**src/rtl/usage_accounting_with_pressure_alarm_unit_defines.svh**
```systemverilog
// ----------------------------------------------------------------------------
// Assertion macros for the usage accounting unit
// Concurrent checks, removed when SYNTH is defined.
// ----------------------------------------------------------------------------
`ifndef USAGE_ACCOUNTING_WITH_PRESSURE_ALARM_UNIT_DEFINES_SVH
`define USAGE_ACCOUNTING_WITH_PRESSURE_ALARM_UNIT_DEFINES_SVH

`ifndef SYNTH
// same-cycle implication
`define UAPA_ASSERT_SAME(label, clk, rst, ante, cons) \
   label: assert property (@(posedge clk) disable iff (rst) (ante) |-> (cons)) \
      else $error("check failed: same-cycle implication");
// next-cycle implication
`define UAPA_ASSERT_NEXT(label, clk, rst, ante, cons) \
   label: assert property (@(posedge clk) disable iff (rst) (ante) |=> (cons)) \
      else $error("check failed: next-cycle implication");
`else
`define UAPA_ASSERT_SAME(label, clk, rst, ante, cons)
`define UAPA_ASSERT_NEXT(label, clk, rst, ante, cons)
`endif

`endif

```
**src/rtl/uapa_pkg.sv**
```systemverilog
// ----------------------------------------------------------------------------
// uapa_pkg
// Types, constants and helpers shared by the usage accounting unit.
// ----------------------------------------------------------------------------
`default_nettype none

package uapa_pkg;

   localparam int SLOT_COUNT  = 16;
   localparam int COUNT_WIDTH = 48;
   localparam int SLOT_IDX_W  = (SLOT_COUNT > 1) ? $clog2(SLOT_COUNT) : 1;

   localparam int CSR_ADDR_W  = 4;
   localparam int CSR_DATA_W  = 64;
   localparam int THRESH_W    = 48;

   // register index, taken from paddr above the 8-byte offset
   localparam logic [CSR_ADDR_W-4:0] REG_THRESHOLD = '0;

   localparam logic MODE_ALLOC   = 1'b0;
   localparam logic MODE_RELEASE = 1'b1;

   localparam logic [COUNT_WIDTH-1:0] COUNT_MAX = '1;

   typedef logic [COUNT_WIDTH-1:0] count_type;
   typedef logic [SLOT_IDX_W-1:0]  slot_idx_type;
   typedef logic [THRESH_W-1:0]    thresh_type;

   typedef struct packed {
      logic        mode;
      logic [3:0]  component_index;
      logic [31:0] byte_count;
   } req_type;

   typedef struct packed {
      logic [47:0] total_usage;
      logic [47:0] total_peak;
      logic [47:0] slot_usage;
      logic [47:0] slot_peak;
      logic        pressure_event;
      logic        unknown_slot;
      logic        underflow;
   } rsp_type;

   typedef struct packed {
      logic load;
      logic read;
      logic calc;
      logic update;
   } ctrl_cmd_type;

   // counter value onto a 48-bit result field
   function automatic logic [47:0] to_out48(input count_type c);
      logic [63:0] w;
      w = 64'(c);
      return w[47:0];
   endfunction

endpackage

`default_nettype wire

```
**src/rtl/usage_accounting_with_pressure_alarm_unit.sv**
```systemverilog
// The result strobe rises after the item has passed the controller's read, compute and
// update states over the slot store; the block takes no new item until that sequence is
// done, and busy falls in the cycle that carries the result.
// The result is shown for one cycle and cannot be held off by the receiver.
// Reset (synchronous) clears all slot valid marks, totals, peaks, the alarm and the
// threshold; the block takes items once reset is low.
// ----------------------------------------------------------------------------
// usage_accounting_with_pressure_alarm_unit
// Per-slot and global usage accounting with a one-shot pressure alarm.
// ----------------------------------------------------------------------------
`default_nettype none

`include "usage_accounting_with_pressure_alarm_unit_defines.svh"

module usage_accounting_with_pressure_alarm_unit (
   input  wire logic                                clock,
   input  wire logic                                reset,
   input  wire logic                                start,
   output logic                                     busy,
   input  wire uapa_pkg::req_type                   req_item,
   output logic                                     rsp_valid,
   output uapa_pkg::rsp_type                        rsp_item,
   input  wire logic                                psel,
   input  wire logic                                penable,
   input  wire logic                                pwrite,
   input  wire logic [uapa_pkg::CSR_ADDR_W-1:0]     paddr,
   input  wire logic [uapa_pkg::CSR_DATA_W-1:0]     pwdata,
   output logic [uapa_pkg::CSR_DATA_W-1:0]          prdata,
   output logic                                     pready
);

   uapa_pkg::ctrl_cmd_type cmd;
   uapa_pkg::thresh_type   thr_value;
   logic                   thr_write;
   logic                   thr_hit;

   assign thr_hit   = (paddr[uapa_pkg::CSR_ADDR_W-1:3] == uapa_pkg::REG_THRESHOLD);
   assign thr_write = psel && penable && pwrite && thr_hit;
   assign pready    = 1'b1;
   assign prdata    = thr_hit ? uapa_pkg::CSR_DATA_W'(thr_value) : '0;

   uapa_ctrl u_ctrl (
      .clock (clock),
      .reset (reset),
      .start (start),
      .busy  (busy),
      .cmd   (cmd)
   );

   uapa_dpath u_dpath (
      .clock     (clock),
      .reset     (reset),
      .cmd       (cmd),
      .req_item  (req_item),
      .thr_write (thr_write),
      .thr_wdata (pwdata[uapa_pkg::THRESH_W-1:0]),
      .thr_value (thr_value),
      .rsp_valid (rsp_valid),
      .rsp_item  (rsp_item)
   );

   `UAPA_ASSERT_NEXT(a_accept_busy, clock, reset, start && !busy, busy)
   `UAPA_ASSERT_SAME(a_rsp_idle, clock, reset, rsp_valid, !busy)
   `UAPA_ASSERT_SAME(a_peak_bound, clock, reset, rsp_valid, rsp_item.total_peak >= rsp_item.total_usage)
   `UAPA_ASSERT_SAME(a_unknown_clear, clock, reset, rsp_valid && rsp_item.unknown_slot, (rsp_item.slot_usage == '0) && (rsp_item.slot_peak == '0) && !rsp_item.pressure_event && !rsp_item.underflow)

endmodule

`default_nettype wire

```
**src/rtl/uapa_ctrl.sv**
```systemverilog
// ----------------------------------------------------------------------------
// uapa_ctrl
// Sequencer: accept, read slot, compute, update and issue the result.
// ----------------------------------------------------------------------------
`default_nettype none

module uapa_ctrl (
   input  wire logic                   clock,
   input  wire logic                   reset,
   input  wire logic                   start,
   output logic                        busy,
   output uapa_pkg::ctrl_cmd_type      cmd
);

   typedef enum logic [3:0] {
      ST_IDLE = 4'b0001,
      ST_READ = 4'b0010,
      ST_CALC = 4'b0100,
      ST_UPD  = 4'b1000
   } state_type;

   state_type state_ff;
   state_type state_in;

   always_comb begin
      state_in = state_ff;
      unique case (state_ff)
         ST_IDLE: begin
            if (start) state_in = ST_READ;
         end
         ST_READ: state_in = ST_CALC;
         ST_CALC: state_in = ST_UPD;
         ST_UPD:  state_in = ST_IDLE;
         default: state_in = ST_IDLE;
      endcase
   end

   always_ff @(posedge clock) begin
      if (reset) begin
         state_ff <= ST_IDLE;
      end else begin
         state_ff <= state_in;
      end
   end

   assign busy       = (state_ff != ST_IDLE);
   assign cmd.load   = (state_ff == ST_IDLE) && start;
   assign cmd.read   = (state_ff == ST_READ);
   assign cmd.calc   = (state_ff == ST_CALC);
   assign cmd.update = (state_ff == ST_UPD);

endmodule

`default_nettype wire

```
**src/rtl/uapa_dpath.sv**
```systemverilog
// ----------------------------------------------------------------------------
// uapa_dpath
// Slot store, global counters, threshold register and result register.
// ----------------------------------------------------------------------------
`default_nettype none

module uapa_dpath (
   input  wire logic                   clock,
   input  wire logic                   reset,
   input  wire uapa_pkg::ctrl_cmd_type cmd,
   input  wire uapa_pkg::req_type      req_item,
   input  wire logic                   thr_write,
   input  wire uapa_pkg::thresh_type   thr_wdata,
   output uapa_pkg::thresh_type        thr_value,
   output logic                        rsp_valid,
   output uapa_pkg::rsp_type           rsp_item
);

   localparam int CW = uapa_pkg::COUNT_WIDTH;

   // captured item
   logic        mode_ff;
   logic [3:0]  idx_raw_ff;
   logic [31:0] bytes_ff;

   // slot store; valid bits stand in for the zero reset
   logic [uapa_pkg::SLOT_COUNT-1:0] valid_ff;
   uapa_pkg::count_type use_mem_ff  [uapa_pkg::SLOT_COUNT];
   uapa_pkg::count_type peak_mem_ff [uapa_pkg::SLOT_COUNT];

   uapa_pkg::count_type total_ff;
   uapa_pkg::count_type gpeak_ff;
   uapa_pkg::thresh_type thr_ff;
   logic alarm_ff;

   // read stage
   logic                in_range_ff;
   logic                old_vld_ff;
   uapa_pkg::count_type old_use_ff;
   uapa_pkg::count_type old_peak_ff;

   // compute stage
   uapa_pkg::count_type nu_ff, nu_in;
   uapa_pkg::count_type take_ff, take_in;
   uapa_pkg::count_type nta_ff, nta_in;
   logic act_alloc_ff, act_alloc_in;
   logic act_rel_ff, act_rel_in;
   logic unknown_ff, unknown_in;
   logic under_ff, under_in;

   // update stage
   uapa_pkg::count_type new_total_in;
   uapa_pkg::count_type new_gpeak_in;
   uapa_pkg::count_type new_speak_in;
   logic                press_in;
   logic                show_in;

   uapa_pkg::rsp_type rsp_item_ff;
   logic              rsp_valid_ff;

   uapa_pkg::slot_idx_type sidx;
   logic                   in_range;
   logic                   active;
   logic [CW:0]            alloc_sum;
   logic [CW:0]            tot_sum;
   logic [CW:0]            rel_diff;
   logic [CW:0]            tot_diff;
   uapa_pkg::count_type    nt_rel;

   assign sidx     = uapa_pkg::SLOT_IDX_W'(idx_raw_ff);
   assign in_range = (32'(idx_raw_ff) < uapa_pkg::SLOT_COUNT);

   always_ff @(posedge clock) begin
      if (cmd.load) begin
         mode_ff    <= req_item.mode;
         idx_raw_ff <= req_item.component_index;
         bytes_ff   <= req_item.byte_count;
      end
   end

   always_ff @(posedge clock) begin
      if (cmd.read) begin
         in_range_ff <= in_range;
         old_vld_ff  <= in_range && valid_ff[sidx];
         old_use_ff  <= (in_range && valid_ff[sidx]) ? use_mem_ff[sidx]  : '0;
         old_peak_ff <= (in_range && valid_ff[sidx]) ? peak_mem_ff[sidx] : '0;
      end
   end

   // compute: saturating adds and the clamped slot release
   always_comb begin
      active    = in_range_ff && (bytes_ff != '0);
      alloc_sum = {1'b0, old_use_ff} + (CW+1)'(bytes_ff);
      tot_sum   = {1'b0, total_ff} + (CW+1)'(bytes_ff);
      rel_diff  = {1'b0, old_use_ff} - (CW+1)'(bytes_ff);

      act_alloc_in = active && (mode_ff == uapa_pkg::MODE_ALLOC);
      act_rel_in   = active && (mode_ff == uapa_pkg::MODE_RELEASE) && old_vld_ff;
      unknown_in   = active && (mode_ff == uapa_pkg::MODE_RELEASE) && !old_vld_ff;
      under_in     = act_rel_in && rel_diff[CW];

      nta_in  = tot_sum[CW] ? uapa_pkg::COUNT_MAX : tot_sum[CW-1:0];
      take_in = rel_diff[CW] ? old_use_ff : CW'(bytes_ff);

      if (act_alloc_in) begin
         nu_in = alloc_sum[CW] ? uapa_pkg::COUNT_MAX : alloc_sum[CW-1:0];
      end else if (act_rel_in) begin
         nu_in = rel_diff[CW] ? '0 : rel_diff[CW-1:0];
      end else begin
         nu_in = old_use_ff;
      end
   end

   always_ff @(posedge clock) begin
      if (cmd.calc) begin
         nu_ff        <= nu_in;
         take_ff      <= take_in;
         nta_ff       <= nta_in;
         act_alloc_ff <= act_alloc_in;
         act_rel_ff   <= act_rel_in;
         unknown_ff   <= unknown_in;
         under_ff     <= under_in;
      end
   end

   // update: total after release, peaks, one-shot alarm
   always_comb begin
      tot_diff = {1'b0, total_ff} - {1'b0, take_ff};
      nt_rel   = tot_diff[CW] ? '0 : tot_diff[CW-1:0];

      if (act_alloc_ff) begin
         new_total_in = nta_ff;
      end else if (act_rel_ff) begin
         new_total_in = nt_rel;
      end else begin
         new_total_in = total_ff;
      end

      new_gpeak_in = (act_alloc_ff && (nta_ff > gpeak_ff)) ? nta_ff : gpeak_ff;
      new_speak_in = (act_alloc_ff && (nu_ff > old_peak_ff)) ? nu_ff : old_peak_ff;
      press_in     = act_alloc_ff && (thr_ff != '0) && !alarm_ff &&
                     (64'(nta_ff) >= 64'(thr_ff));
      show_in      = in_range_ff && (old_vld_ff || act_alloc_ff);
   end

   always_ff @(posedge clock) begin
      if (cmd.update && (act_alloc_ff || act_rel_ff)) begin
         use_mem_ff[sidx]  <= nu_ff;
         peak_mem_ff[sidx] <= new_speak_in;
      end
   end

   always_ff @(posedge clock) begin
      if (reset) begin
         valid_ff     <= '0;
         total_ff     <= '0;
         gpeak_ff     <= '0;
         thr_ff       <= '0;
         alarm_ff     <= 1'b0;
         rsp_valid_ff <= 1'b0;
      end else begin
         rsp_valid_ff <= cmd.update;
         if (cmd.update) begin
            total_ff <= new_total_in;
            gpeak_ff <= new_gpeak_in;
            if (act_alloc_ff) valid_ff[sidx] <= 1'b1;
         end
         // a threshold write re-arms the alarm
         if (thr_write) begin
            thr_ff   <= thr_wdata;
            alarm_ff <= 1'b0;
         end else if (cmd.update && press_in) begin
            alarm_ff <= 1'b1;
         end
      end
   end

   always_ff @(posedge clock) begin
      if (cmd.update) begin
         rsp_item_ff.total_usage    <= uapa_pkg::to_out48(new_total_in);
         rsp_item_ff.total_peak     <= uapa_pkg::to_out48(new_gpeak_in);
         rsp_item_ff.slot_usage     <= show_in ? uapa_pkg::to_out48(nu_ff) : '0;
         rsp_item_ff.slot_peak      <= show_in ? uapa_pkg::to_out48(new_speak_in) : '0;
         rsp_item_ff.pressure_event <= press_in;
         rsp_item_ff.unknown_slot   <= unknown_ff;
         rsp_item_ff.underflow      <= under_ff;
      end
   end

   assign thr_value = thr_ff;
   assign rsp_valid = rsp_valid_ff;
   assign rsp_item  = rsp_item_ff;

endmodule

`default_nettype wire
```
**config.mk**
```make
export PLATFORM = sky130hd
export DESIGN_NAME = usage_accounting_with_pressure_alarm_unit
export DESIGN_NICKNAME = d
export VERILOG_FILES = /design/src/rtl/uapa_pkg.sv /design/src/rtl/usage_accounting_with_pressure_alarm_unit.sv /design/src/rtl/uapa_ctrl.sv /design/src/rtl/uapa_dpath.sv
export VERILOG_INCLUDE_DIRS = /design/src /design/src/rtl
export SDC_FILE = /design/constraint.sdc
export NUM_CORES = 2
export LEC_CHECK = 0
export BUFFER_PORTS_ARGS = -buffer_cell sky130_fd_sc_hd__clkbuf_2
export CAP_MARGIN = 30
export CORE_ASPECT_RATIO = 1.2
export CORE_MARGIN = 2
export CORE_UTILIZATION = 25
export CTS_BUF_LIST = sky130_fd_sc_hd__clkbuf_4 sky130_fd_sc_hd__clkbuf_8
export CTS_CLUSTER_DIAMETER = 40
export DETAILED_ROUTE_END_ITERATION = 12
export HOLD_SLACK_MARGIN = 0.12
export PLACE_DENSITY = 0.48
export SYNTH_ARGS = -nofsm -noshare
export SYNTH_HDL_FRONTEND = slang
export SYNTH_HIERARCHICAL = 1
export SYNTH_SLANG_ARGS = --single-unit
```
**constraint.sdc**
```tcl
create_clock -name clock -period 29.3 [get_ports clock]
set_input_delay 5.86 -clock clock [delete_from_list [all_inputs] [get_ports clock]]
set_output_delay 5.86 -clock clock [all_outputs]
set_load 0.1 [all_outputs]
```
==> flow_summary.toml <==
[sta]
slew_headroom_pct = 32.92
final-setup-viol-count = 0
rsz0062_at_grt = "no"
min_period_ns = 12.68
slew_viol_final = 0
max_freq_mhz = 78.88
fin_ws_ns = 16.62
fin_setup_tns_ns = 0
hold_viol_final = 0
skew_ns = 0.1271
worstMarginPinSlew_ns = 1.006
timing.final.crit_share_pct = 43.27

[cells_and_area]
fin_area_sq_mm = 0.1128
instances_no_fill = 11956
fin_nets = 7012
area_delta_synth_final_pct = 17.23
layout-drive-gt1-share_pct = 25.69

[yosys]
synth_most_common_cell = "edfxtp_1"
synth.top_cell.area_share_pct = 62.80
synth_largest_area_cell = "edfxtp_1"
synth_area_leaders = "edfxtp_1, mux4_2, ha_1, dfxtp_1, nor2b_1"
ys_seq_area_share_pct = 66.25
synth.avg_cell_area_sq_um = 16.02
postSynthCellCount = 6009
ys.flop_type = "edfxtp_1"
yosys-top-cells-count = "edfxtp_1, mux4_2, inv_1, nor2_1, ha_1"
synth_cell_types = 106
syn_area_sq_mm = 0.09625
async_reset_ff_share_pct = 0
ys_seq_elements = 2179
yosys_warnings = 6
synth-edff-count = 2013

[floorplan]
die_x_um = 570.4
core-area_sq_mm = 0.3832
num_rows = 249
die_h_um = 683.7
initial_core_util_pct = 25.12
pin_count = 373
die_area_sq_mm = 0.3900

[placement]
dp.cells = 11217
dpl-instance-area_sq_mm = 0.1045
io_buffers = 336
hpwl_um = 170000
gp_congestion = 0.8800
pre_cts_slack_ns = 16.15

[route]
finalWirelength_um = 287000
antenna_left = 0
drt_iter0_drc = 5031
wire_per_inst_um = 24.00
dr.pass1.iters = 6
route.detailed.drc = 0
num_vias = 56267
via_per_inst = 4.706

[worst_setup_path]
crit_required_ns = 23.44
criticalPathCategory = "input pin to output port"
slowest_delay_ns = 0.47
r2r-end = "u_dpath/nu_ff[5]"
reg2reg_slack_ns = 23.89
cp_max_fo = 46
r2r_start = "u_dpath/bytes_ff[0]"
cp-end-kind = "output port"
startpoint = "paddr[3]"
cp_top_family = "buffers and inverters"
arrival_ns = 6.82
crit_buf_inv = 3
worstPathCellList = "clkbuf_2 > buf_12 > nor2b_1 > clkbuf_2"
start_kind = "input pin"
worst_path_most_repeated_cell = "clkbuf_2"
cpMaxStageDelayCell = "clkbuf_2"
rr_worst_depth = 14

[worst_hold_path]
min_to = "u_dpath/alarm_ff"
hp-class = "flip-flop to flip-flop"
hold_start = "u_dpath/alarm_ff"
holdPathStages = 2

[grt]
grt_pass1_wl_um = 411300
antenna_found_initial = 20
track_usage_pct = 14.28
grt_pass1_vias = 57869
grt_max_degree = 99
overflow = 0

[clocking]
clkLatencyLatePin_ns = 1.06
clk_pin_slew_ns = 0.06
postCtsHoldBufs = 0
clock_path_buffers = 4
cts_num_sinks = 2179
post_cts_resized = 0
cts_tree = "yes"
postCtsSetupRepairBufs = 0
cts_root_buffer = "clkbuf_8"
htree_levels = 5
cts_made_buffers = 403

[run]
max_cap_violations = 0

[pwr]
power_density_mw_per_mm2 = 59.46
p_leak_nw = 38.03
peakVddDrop_mv = 0.03463
report.power.total_mw = 6.709

[run_status]
outcome = "complete, no violations"
-- worst min-delay path: cells and delay by family (launching register included) --
family	cells	cell delay (ns)
simple gates	1	0.05
compound gates	1	0.06
flops	1	0.33
-- area by class of cell --
class,count,area (sq um)
fillers,38306,270400
flip-flops and latches,2179,63770
multi-input cells,3221,30220
clock buffers,543,6673
well taps,5020,6281
repair buffers,480,3169
clock inverters,181,1483
inverters,324,1216
diodes,8,20.02
-- power by group --
part | switching [mW] | internal (mW)
sequential | 0.0176 | 3.37
clock | 1.31 | 1.65
combinational | 0.208 | 0.150
-- worst max-delay path by stage --
stage	end	slack (ns)	depth (start not counted)
6_report	prdata[13]	16.62	4
5_1_grt	prdata[7]	16.56	4
4_1_cts	prdata[43]	16.15	3
3_5_place_dp	prdata[43]	16.15	3
3_3_place_gp	prdata[4]	16.25	3
2_1_floorplan	u_dpath/peak_mem_ff[8][0]	0.31	5
-- cell families after synthesis --
kind of cell / count (synthesis) / share of synthesized area (%)
XOR/XNOR: 87 / 0.7916
other: 3 / 0.01170
adder cells (fa/ha/maj): 292 / 3.827
AND/OR/NAND/NOR: 1112 / 5.856
multiplexers: 696 / 13.65
flip-flops: 2179 / 66.25
buffers and inverters: 639 / 2.684
AO/OA/AOI/OAI: 1001 / 6.925
-- placed cells by master, fill, tap and decap left out, types with 48 or more instances in the layout --
| cell | n |
|---|---|
| edfxtp_1 | 2013 |
| mux4_2 | 484 |
| clkbuf_8 | 415 |
| clkbuf_2 | 335 |
| inv_1 | 323 |
| ha_1 | 288 |
| nor2_1 | 286 |
| a21oi_1 | 268 |
| nand2_1 | 233 |
| nor2b_1 | 227 |
| o21ai_0 | 174 |
| dfxtp_1 | 166 |
| clkbuf_4 | 128 |
| mux2i_1 | 128 |
| buf_4 | 118 |
| a21o_1 | 89 |
| o21a_1 | 83 |
| clkinv_1 | 75 |
| mux2_2 | 63 |
| nand3_1 | 53 |
| clkinv_2 | 51 |
| xnor2_1 | 50 |
| nand4_1 | 48 |
-- through the flow --
step                hold WS, ns  util, %
floorplan                0.4003        -
global placement         0.4429    27.21
CTS                      0.4593    29.39
global route             0.4919    29.44
detailed placement       0.4444    27.27
finish                   0.4631    29.45
-- metal layers --
layer / global-route usage, % / part of all wire (%)
met1: 19.41 / 45
met2: 23.75 / 48
met3: 1.950 / 4.7
met4: 3.920 / 2.5
met5: 0 / 0.0045
Power figures use the tool's default switching activity.
